`config.mk`:
```
export PLATFORM = sky130hd
export DESIGN_NAME = exchange_sort_engine_core
export DESIGN_NICKNAME = d
export VERILOG_FILES = /design/src/hdl/xse_pkg.sv /design/src/hdl/xse_ram.sv /design/src/hdl/exchange_sort_engine_core.sv
export SDC_FILE = /design/constraint.sdc
export NUM_CORES = 1
export LEC_CHECK = 0
export BUFFER_PORTS_ARGS = -buffer_cell sky130_fd_sc_hd__buf_2
export CORE_UTILIZATION = 42
export CTS_CLUSTER_SIZE = 25
export DETAILED_ROUTE_END_ITERATION = 6
export PLACE_DENSITY = 0.61
export SYNTH_ARGS = -nofsm -noshare
export SYNTH_HDL_FRONTEND = slang
export SYNTH_SLANG_ARGS = --single-unit
```
`constraint.sdc`:
```
create_clock -name clk -period 4.8 [get_ports clk]
set_clock_uncertainty 0.2 [all_clocks]
set_input_delay 0.24 -clock clk [delete_from_list [all_inputs] [get_ports clk]]
set_output_delay 0.24 -clock clk [all_outputs]
set_load 0.03 [all_outputs]
```
`src/hdl/xse_pkg.sv`:
```
// Shared constants for the exchange sort engine.
package xse_pkg;

    // Width of the value field on both channels.
    localparam int FIELD_BITS = 16;

    // Width of the swap count reported with every result.
    localparam int SWAP_BITS = 11;

    // Swap count as carried through the design.
    typedef logic [SWAP_BITS-1:0] swap_count_t;

endpackage

```
`src/hdl/xse_ram.sv`:
```
// Generic simple dual-port RAM with one write port and one registered read port.
module xse_ram #(
    parameter int WIDTH = 16,
    parameter int DEPTH = 64
) (
    input  logic                     clk,
    input  logic                     wr_en,
    input  logic [$clog2(DEPTH)-1:0] wr_addr,
    input  logic [WIDTH-1:0]         wr_data,
    input  logic                     rd_en,
    input  logic [$clog2(DEPTH)-1:0] rd_addr,
    output logic [WIDTH-1:0]         rd_data
);

    logic [WIDTH-1:0] mem [DEPTH];
    logic [WIDTH-1:0] rd_data_reg;

    // Write port.
    always_ff @(posedge clk)
    begin
        if (wr_en)
        begin
            mem[wr_addr] <= wr_data;
        end
    end

    // Read port; the data holds until the next read.
    always_ff @(posedge clk)
    begin
        if (rd_en)
        begin
            rd_data_reg <= mem[rd_addr];
        end
    end

    assign rd_data = rd_data_reg;

endmodule

```
`src/hdl/exchange_sort_engine_core.sv`:
```
// Exchange sort engine: loads a set of values, sorts it in a RAM and streams it out in order.
//
//  Channel  | Handshake                  | Payload
//  ---------+----------------------------+-------------------------------------
//  load     | load_valid / load_stall    | value[15:0], last
//  result   | result_valid / result_stall| sorted_value[15:0], swap_total[10:0],
//           |                            | final_res
//
//  A set of values (ended by last or a full store) is then sorted with one compare per cycle
//  on the RAM read port, plus a head fetch and a head write-back for each outer position.
//  Each result is a RAM read followed by an output register load.
//  Reset clears all control state; every RAM entry is written in a set before it is read.
//  load_stall is high from the end of a set until its last result is in the output
//  register; result_stall holds the output register and pauses emission.
module exchange_sort_engine_core
    import xse_pkg::*;
#(
    parameter int MAX_ITEMS  = 64,
    parameter int VALUE_BITS = 16
) (
    input  logic                  clk,
    input  logic                  rst_n,
    input  logic                  load_valid,
    output logic                  load_stall,
    input  logic [FIELD_BITS-1:0] value,
    input  logic                  last,
    output logic                  result_valid,
    input  logic                  result_stall,
    output logic [FIELD_BITS-1:0] sorted_value,
    output logic [SWAP_BITS-1:0]  swap_total,
    output logic                  final_res
);

    localparam int AW = $clog2(MAX_ITEMS);
    localparam int CW = $clog2(MAX_ITEMS + 1);
    localparam int VW = VALUE_BITS;

    localparam logic [2:0] ST_LOAD    = 3'd0;
    localparam logic [2:0] ST_FETCH   = 3'd1;
    localparam logic [2:0] ST_HEAD    = 3'd2;
    localparam logic [2:0] ST_INNER   = 3'd3;
    localparam logic [2:0] ST_EMIT_RD = 3'd4;
    localparam logic [2:0] ST_EMIT_LD = 3'd5;

    logic [2:0]            state_reg, state_next;
    logic [CW-1:0]         fill_reg, fill_next;
    logic [CW-1:0]         n_reg, n_next;
    logic [AW-1:0]         i_reg, i_next;
    logic [CW-1:0]         j_reg, j_next;
    logic [AW-1:0]         k_reg, k_next;
    logic                  pend_reg, pend_next;
    logic [AW-1:0]         pend_addr_reg, pend_addr_next;
    logic [VW-1:0]         cur_reg, cur_next;
    swap_count_t           swap_reg, swap_next;
    logic                  out_valid_reg, out_valid_next;
    logic [FIELD_BITS-1:0] out_value_reg;
    swap_count_t           out_swap_reg;
    logic                  out_final_reg;

    logic                  load_take;
    logic                  emit_take;
    logic                  emit_final;
    logic [CW-1:0]         fill_inc;

    logic                  wr_en;
    logic [AW-1:0]         wr_addr;
    logic [VW-1:0]         wr_data;
    logic                  rd_en;
    logic [AW-1:0]         rd_addr;
    logic [VW-1:0]         rd_data;

    // Value store.
    xse_ram #(
        .WIDTH (VW),
        .DEPTH (MAX_ITEMS)
    ) u_store (
        .clk     (clk),
        .wr_en   (wr_en),
        .wr_addr (wr_addr),
        .wr_data (wr_data),
        .rd_en   (rd_en),
        .rd_addr (rd_addr),
        .rd_data (rd_data)
    );

    // Handshake terms.
    assign load_stall = (state_reg != ST_LOAD);
    assign load_take  = load_valid && !load_stall;
    assign emit_take  = (state_reg == ST_EMIT_LD) && (!out_valid_reg || !result_stall);
    assign emit_final = ((CW'(k_reg) + CW'(1)) == n_reg);
    assign fill_inc   = fill_reg + CW'(1);

    // Sequencer: load, outer fetch, inner compare-swap stream, emission.
    always_comb
    begin
        state_next     = state_reg;
        fill_next      = fill_reg;
        n_next         = n_reg;
        i_next         = i_reg;
        j_next         = j_reg;
        k_next         = k_reg;
        pend_next      = pend_reg;
        pend_addr_next = pend_addr_reg;
        cur_next       = cur_reg;
        swap_next      = swap_reg;
        wr_en          = 1'b0;
        wr_addr        = fill_reg[AW-1:0];
        wr_data        = VW'(value);
        rd_en          = 1'b0;
        rd_addr        = i_reg;

        case (state_reg)
            ST_LOAD:
            begin
                if (load_take)
                begin
                    wr_en = 1'b1;
                    if (last || (fill_inc == CW'(MAX_ITEMS)))
                    begin
                        // The set is complete; a single value needs no sort.
                        n_next    = fill_inc;
                        fill_next = '0;
                        swap_next = '0;
                        i_next    = '0;
                        k_next    = '0;
                        if (fill_reg == '0)
                        begin
                            state_next = ST_EMIT_RD;
                        end
                        else
                        begin
                            state_next = ST_FETCH;
                        end
                    end
                    else
                    begin
                        fill_next = fill_inc;
                    end
                end
            end

            ST_FETCH:
            begin
                rd_en      = 1'b1;
                rd_addr    = i_reg;
                j_next     = CW'(i_reg) + CW'(1);
                state_next = ST_HEAD;
            end

            ST_HEAD:
            begin
                cur_next   = rd_data;
                pend_next  = 1'b0;
                state_next = ST_INNER;
            end

            ST_INNER:
            begin
                // Compare the entry read last cycle against the running head value.
                if (pend_reg && (cur_reg > rd_data))
                begin
                    wr_en     = 1'b1;
                    wr_addr   = pend_addr_reg;
                    wr_data   = cur_reg;
                    cur_next  = rd_data;
                    swap_next = swap_reg + SWAP_BITS'(1);
                end
                // Issue the next read, or write the head back once the pass drains.
                if (j_reg < n_reg)
                begin
                    rd_en          = 1'b1;
                    rd_addr        = j_reg[AW-1:0];
                    pend_next      = 1'b1;
                    pend_addr_next = j_reg[AW-1:0];
                    j_next         = j_reg + CW'(1);
                end
                else
                begin
                    pend_next = 1'b0;
                    if (!pend_reg)
                    begin
                        wr_en   = 1'b1;
                        wr_addr = i_reg;
                        wr_data = cur_reg;
                        if ((CW'(i_reg) + CW'(2)) == n_reg)
                        begin
                            k_next     = '0;
                            state_next = ST_EMIT_RD;
                        end
                        else
                        begin
                            i_next     = i_reg + AW'(1);
                            state_next = ST_FETCH;
                        end
                    end
                end
            end

            ST_EMIT_RD:
            begin
                rd_en      = 1'b1;
                rd_addr    = k_reg;
                state_next = ST_EMIT_LD;
            end

            ST_EMIT_LD:
            begin
                if (emit_take)
                begin
                    k_next = k_reg + AW'(1);
                    if (emit_final)
                    begin
                        state_next = ST_LOAD;
                    end
                    else
                    begin
                        state_next = ST_EMIT_RD;
                    end
                end
            end

            default:
            begin
                state_next = ST_LOAD;
            end
        endcase
    end

    // Output register valid.
    always_comb
    begin
        out_valid_next = out_valid_reg;
        if (emit_take)
        begin
            out_valid_next = 1'b1;
        end
        else if (out_valid_reg && !result_stall)
        begin
            out_valid_next = 1'b0;
        end
    end

    // Control state.
    always_ff @(posedge clk or negedge rst_n)
    begin
        if (!rst_n)
        begin
            state_reg     <= ST_LOAD;
            fill_reg      <= '0;
            n_reg         <= '0;
            i_reg         <= '0;
            j_reg         <= '0;
            k_reg         <= '0;
            pend_reg      <= 1'b0;
            pend_addr_reg <= '0;
            swap_reg      <= '0;
            out_valid_reg <= 1'b0;
        end
        else
        begin
            state_reg     <= state_next;
            fill_reg      <= fill_next;
            n_reg         <= n_next;
            i_reg         <= i_next;
            j_reg         <= j_next;
            k_reg         <= k_next;
            pend_reg      <= pend_next;
            pend_addr_reg <= pend_addr_next;
            swap_reg      <= swap_next;
            out_valid_reg <= out_valid_next;
        end
    end

    // Payload registers.
    always_ff @(posedge clk)
    begin
        cur_reg <= cur_next;
        if (emit_take)
        begin
            out_value_reg <= FIELD_BITS'(rd_data);
            out_swap_reg  <= swap_reg;
            out_final_reg <= emit_final;
        end
    end

    assign result_valid = out_valid_reg;
    assign sorted_value = out_value_reg;
    assign swap_total   = out_swap_reg;
    assign final_res    = out_final_reg;

    // The streamed entry always lies after the head position.
    a_pend_after_head: assert property (@(posedge clk) disable iff (!rst_n)
        (state_reg == ST_INNER && pend_reg) |-> (pend_addr_reg > i_reg))
        else $error("inner pass touches the head entry");

    // The inner index never runs past the set.
    a_inner_bound: assert property (@(posedge clk) disable iff (!rst_n)
        (state_reg == ST_INNER) |-> (j_reg <= n_reg))
        else $error("inner index beyond set size");

    // Taking the final result returns the block to loading.
    a_final_to_load: assert property (@(posedge clk) disable iff (!rst_n)
        (emit_take && emit_final) |=> (state_reg == ST_LOAD))
        else $error("final result did not end the set");

    // The fill count stays below the store depth while loading.
    a_fill_bound: assert property (@(posedge clk) disable iff (!rst_n)
        (state_reg == ST_LOAD) |-> (fill_reg < CW'(MAX_ITEMS)))
        else $error("fill count reached store depth");

endmodule

```
# Word-level counts from Yosys, hierarchy flattened
# Memory sizes are Yosys's and may differ from the RTL's. A register that Yosys moved wholly into a read port is not among the register bits.
# Index checks and enable logic that the tools add are counted.
# totals
wordCells,120
out_inout_bits,30
reg_bits,99
ram_bits,1024
inputBits,21
memories,1
# op_classes
reduce_logical,27
order_cmp,2
n_mux,51
n_eq_ne,17
n_addsub,8
# mem_list
memory,depth,width,read_ports,rd_ports_with_merged_regs,wr,line,rtl
u_store.mem,64,16,1,1,1,xse_ram.sv:15,logic [WIDTH-1:0] mem [DEPTH];
# ops
op,count
$mux W6,14
$mux W16,5
$mux W11,3
$pmux W16 S2,1
$mux W3,8
$pmux W6 S2,2
$pmux W11 S2,1
$ne A2 B2 Y1 const B,9
$pmux W3 S6,1
$pmux W6 S3,1
$gt A16 B16 Y1,1
$add A6 B1 Y7 const B,2
$add A7 B1 Y7 const B,2
$eq A7 B7 Y1,2
$mux W7,2
$pmux W7 S2,1
$add A6 B1 Y6 const B,2
$add A11 B1 Y11 const B,1
$mux W1,9
$reduce_and A2 Y1,4
$reduce_bool A2 Y1,4
$add A6 B2 Y7 const B,1
$eq A7 B7 Y1 const B,1
$logic_not A7 Y1,1
16 further kinds,27

# Logic depth before layout (Yosys ltp)
# logic_depth
word_depth,8
ltp_mapped,15
depth_no_buf,11

# Modules after synthesis
# A second synthesis with hierarchy kept.
# unflattened
hier_cells,2417
area_unflattened_um2,46186.8
# modules_own_cells
mod,instances,seq_area_each_um2,area_each_um2,cells_per_inst
xse_ram,1,31230.0,40202.3,1829
exchange_sort_engine_core,1,2697.6,5984.5,588

# Least setup slack after synthesis
# OpenSTA, ideal clock, no wires.
# synth_timing
kind,register -> register
from,reg n_reg[6]
to,"mem u_store.mem[0][0], data pin"
path_stages_with_launch,9
period_less_slack_ns,5.196
t_required_ns,3.898
setup_slack_ns,-0.396
arrival_ns,4.294
path_buffers,0
setup_ns,0.702
path_cell_list,dfrtp_1 > inv_1 > ha_1 > nand2_1 > nor2_1 > a21oi_1 > nor3_2 > a21oi_2 > o21ai_0
# synth_via
elab_chain_len,3
# synth_lines
item,line,rtl
start: declaration,exchange_sort_engine_core.sv:47,"logic [CW-1:0] n_reg, n_next;"
start signal: assignment,exchange_sort_engine_core.sv:263,n_reg <= n_next;
$lt A7 B7 Y1,exchange_sort_engine_core.sv:169,if (j_reg < n_reg)
$mux W16,exchange_sort_engine_core.sv:169,
$mux W16,exchange_sort_engine_core.sv:112,case (state_reg)
via u_store.wr_data[0],xse_ram.sv:9,"input logic [WIDTH-1:0] wr_data,"
end: declaration,xse_ram.sv:15,
# The timed path passes the listed nets, and every way through them passes these cells.

# Worst setup path after layout
# layout_timing
from,"reg u_store.rd_data_reg[10], in the netlist u_store.rd_data[10], read port of u_store.mem"
to,"mem u_store.mem[63][15], enable pin"
# layout_via
elab_chain_len,8
elab_cells_between_ends,12
classes_between,order compare: 1; mux: 10; reduce/logical: 1
# layout_lines
item,line,rtl
start: declaration,xse_ram.sv:16,logic [WIDTH-1:0] rd_data_reg;
$gt A16 B16 Y1 *,exchange_sort_engine_core.sv:160,if (pend_reg && (cur_reg > rd_data))
$logic_and A1 B1 Y1 *,exchange_sort_engine_core.sv:160,
$mux W1,exchange_sort_engine_core.sv:160,
$mux W1,exchange_sort_engine_core.sv:180,if (!pend_reg)
$mux W1,exchange_sort_engine_core.sv:169,
$pmux W1 S2,exchange_sort_engine_core.sv:112,
$mux W1,xse_ram.sv:21,if (wr_en)
$mux W1 (not written as such),xse_ram.sv:23,mem[wr_addr] <= wr_data;
# Every way passes the cells marked *; elsewhere a longest branch is shown, timed or not.

==> qor.txt <==
status: complete, no violations
crit share post-route: 0.9469
Crit. Startpoint: u_store.rd_data[10]
number of buffers added on ports: 50
Initial DRC Count: 3773
Root Buffer: clkbuf_16
Rows: 121
Critical-path top delay cell: nor2_1
CP most frequent cell: buf_4
Max Cap Viol: 0
number of flip-flops in the largest register: 1024
Crit Path Max Fanout: 17
die area: 111700 sq um
fill count: 9289
clk_lat worst skew: 0.71 ns
P_leak: 0.01791 uW
count leader, synth: edfxtp_1
initial antenna violation count: 2
Residual DRC: 0
worst-path cell chain: inv_1, ha_1, nand4_1, or3_1, o21bai_1, o211a_1, o21ai_2, buf_4, o221a_2, nand3_1, buf_4, nor2_1, buf_4
flops & latches, synth: 1139
Worst Setup End Kind: flop
synthesized instance count: 3373
register with the most flip-flops: u_store.mem
Final setup viols: 0
GR Overflow Total: 0
Initial Util: 0.4247
Final Hold Viols: 0
clock sink count: 1139
Max VDD drop: 0.4242 mV
Fmax: 220.0 MHz
Mapped Area: 46350 sq um
largest net degree at the start of global routing: 100
Slew @ Worst Pin: 1.069 ns
Tmin final: 4.545 ns
top cells by count, synth: edfxtp_1 (1084), nand2_1 (691), a21oi_1 (299)
required time of the critical path: 4.99 ns
number of synthesized flops with an enable pin: 1084
CTS tree: yes
Power Total: 36480 uW
main area contributors after synthesis: edfxtp_1 (70%), nand2_1 (5.6%), a21oi_1 (3.2%), dfrtp_1 (3.0%), mux2i_1 (2.8%)
Rel. slew slack: 0.2863
Final GP Congestion: 0.9545
post-synth top area cell: edfxtp_1
Area Overhead vs Synth: 16.03%
Arr. time, crit path: 4.73 ns
syn_area_per_cell: 13.74 sq um
Die Y: 334.2 um
family with the most delay on the worst path: simple AND/OR/NAND/NOR gates
drt pass-1 iters: 5
Worst-path clk slew: 0.06 ns
asr flop ratio synth: 0.04829
type of element launching the critical path: flop
Unique masters post-synth: 70
hold path start: value[9]
GR Util All Layers: 0.2323
vias per cell: 5.792
DR vias: 29813
# nets final: 3617
post-synth top area share: 0.7022
CTS buffer count: 115
ys flop type: edfxtp_1
hold crit path type: in -> reg
final WL: 131800 um
area post-placement: 49780 sq um
CTS H-tree lvls: 3
RSZ-0062 raised after global routing: false
Final Max Slew Viols: 0
Sum Neg Setup Slack: 0 ns
crit-path max cell delay: 0.58 ns
Syn. warnings: 0
Post-Layout Inst Area: 53790 sq um
DIE WIDTH: 334.2 um
syn_nets: 3423
clk buf depth: 3
number of I/O pins: 51
dpl hpwl: 82000 um
Final ANT Viol Nets: 0
reg2reg start: u_store.rd_data[10]
first-pass GRT wire length: 191600 um
vias in the first global route: 28183
fraction of layout cells with a size suffix above 1: 0.1355
PwrDens: 678.3 nW/um^2
Core Footprint: 109200 sq um
critical path class: reg -> reg
Worst Path Buf+Inv: 4
Seq/Total Area, Yosys: 0.7319
Avg WL per Cell: 25.60 um
-- layer usage --
layer  wire (um)  global-route usage  up-vias  part of all wire
met5          24                   0        -           0.00018
met4        3732             0.06978        4             0.028
met3       11570             0.04134      203             0.088
met2       60160              0.3573     1417              0.46
met1       56280              0.3364    14980              0.43
li1            -                   -    13209                 -
-- stage by stage --
| stage | hold WS [ns] | setup slack [ns] | cells | utilization |
|---|---|---|---|---|
| CTS | 0.004697 | 0.07638 | 5145 | 0.4926 |
| global route | 0.04706 | 0.05709 | 5145 | 0.4927 |
| finish | 0.02485 | 0.2550 | 5147 | 0.4928 |
| floorplan | -0.2556 | 0.7046 | 3373 | - |
| global placement | 0.2376 | 0.1695 | 4910 | 0.4560 |
| detailed placement | 0.2376 | 0.09307 | 4910 | 0.4560 |
-- what timing repair did --
item	CTS	global route
hold buffers	16	0
buffers inserted	0	0
resized for setup	0	3
endpoints found under the hold margin	244	0
setup endpoints to repair	0	24
-- worst paths after layout --
check,endpoint,slack [ns],depth (start not counted)
hold / removal,u_store.mem[39][9],0.02,4
hold reg to reg,swap_total[10],0.29,0
min in group asynchronous,k_reg[1],0.03,3
setup / recovery,u_store.mem[63][15],0.26,13
setup reg to reg,u_store.mem[63][15],0.26,13
max in group asynchronous,pend_addr_reg[3],3.89,3
-- logic make-up after synthesis --
| group | share of synthesized area |
|---|---|
| flip-flops | 0.7319 |
| XOR/XNOR | 0.007369 |
| multiplexers | 0.02834 |
| buffers and inverters | 0.02329 |
| adder cells (fa/ha/maj) | 0.007828 |
| AND/OR/NAND/NOR | 0.09304 |
| AO/OA/AOI/OAI | 0.1082 |
-- cell type report --
class | count | area, sq um | area share
Inverter | 40 | 150.1 | 0.002791
Sequential cell | 1139 | 33930 | 0.6308
Multi-Input combinational cell | 1990 | 11470 | 0.2133
Timing Repair Buffer | 281 | 2550 | 0.04741
Clock buffer | 135 | 3004 | 0.05585
Tap cell | 1476 | 1847 | 0.03434
Antenna cell | 2 | 5.005 | 0.00009305
Clock inverter | 84 | 830.8 | 0.01545
-- worst register-to-register path, cell delays in order, from the launching register on --
cell and delay [ns]:
edfxtp_1 0.57, inv_1 0.09, ha_1 0.30, nand4_1 0.13
or3_1 0.40, o21bai_1 0.19, o211a_1 0.18, o21ai_2 0.35
buf_4 0.33, o221a_2 0.28, nand3_1 0.09, buf_4 0.19
nor2_1 0.58, buf_4 0.35
-- layout by cell type, fill, tap and decap left out, types with 11 or more instances in the layout --
cell type,synthesis,final
edfxtp_1,1084,1084
nand2_1,691,676
a21oi_1,299,299
buf_4,13,173
a22oi_1,141,141
mux2i_1,129,129
nand3_1,117,117
clkbuf_16,0,116
nor2_1,86,81
dfrtp_1,55,55
a31oi_1,50,50
buf_2,80,50
a32oi_1,49,49
o21ai_0,44,43
buf_12,0,42
nand4_1,41,41
inv_1,38,38
a211oi_1,31,31
a221oi_1,32,31
clkinv_1,1,29
ha_1,29,29
xnor2_1,28,28
clkinv_2,0,26
o211ai_1,24,24
o21a_1,20,20
o21ai_1,20,20
and3_1,19,19
nor2b_1,20,18
clkbuf_1,79,16
dlygate4sd3_1,0,16
nor3_1,15,15
nand2_2,0,15
bufinv_16,0,13
xor2_1,11,11
-- power by group --
part | internal [uW] | switching, uW
Combinational | 4240 | 9930
Sequential | 12800 | 491
Clock | 5190 | 3870
(Power assumes the default switching activity.)
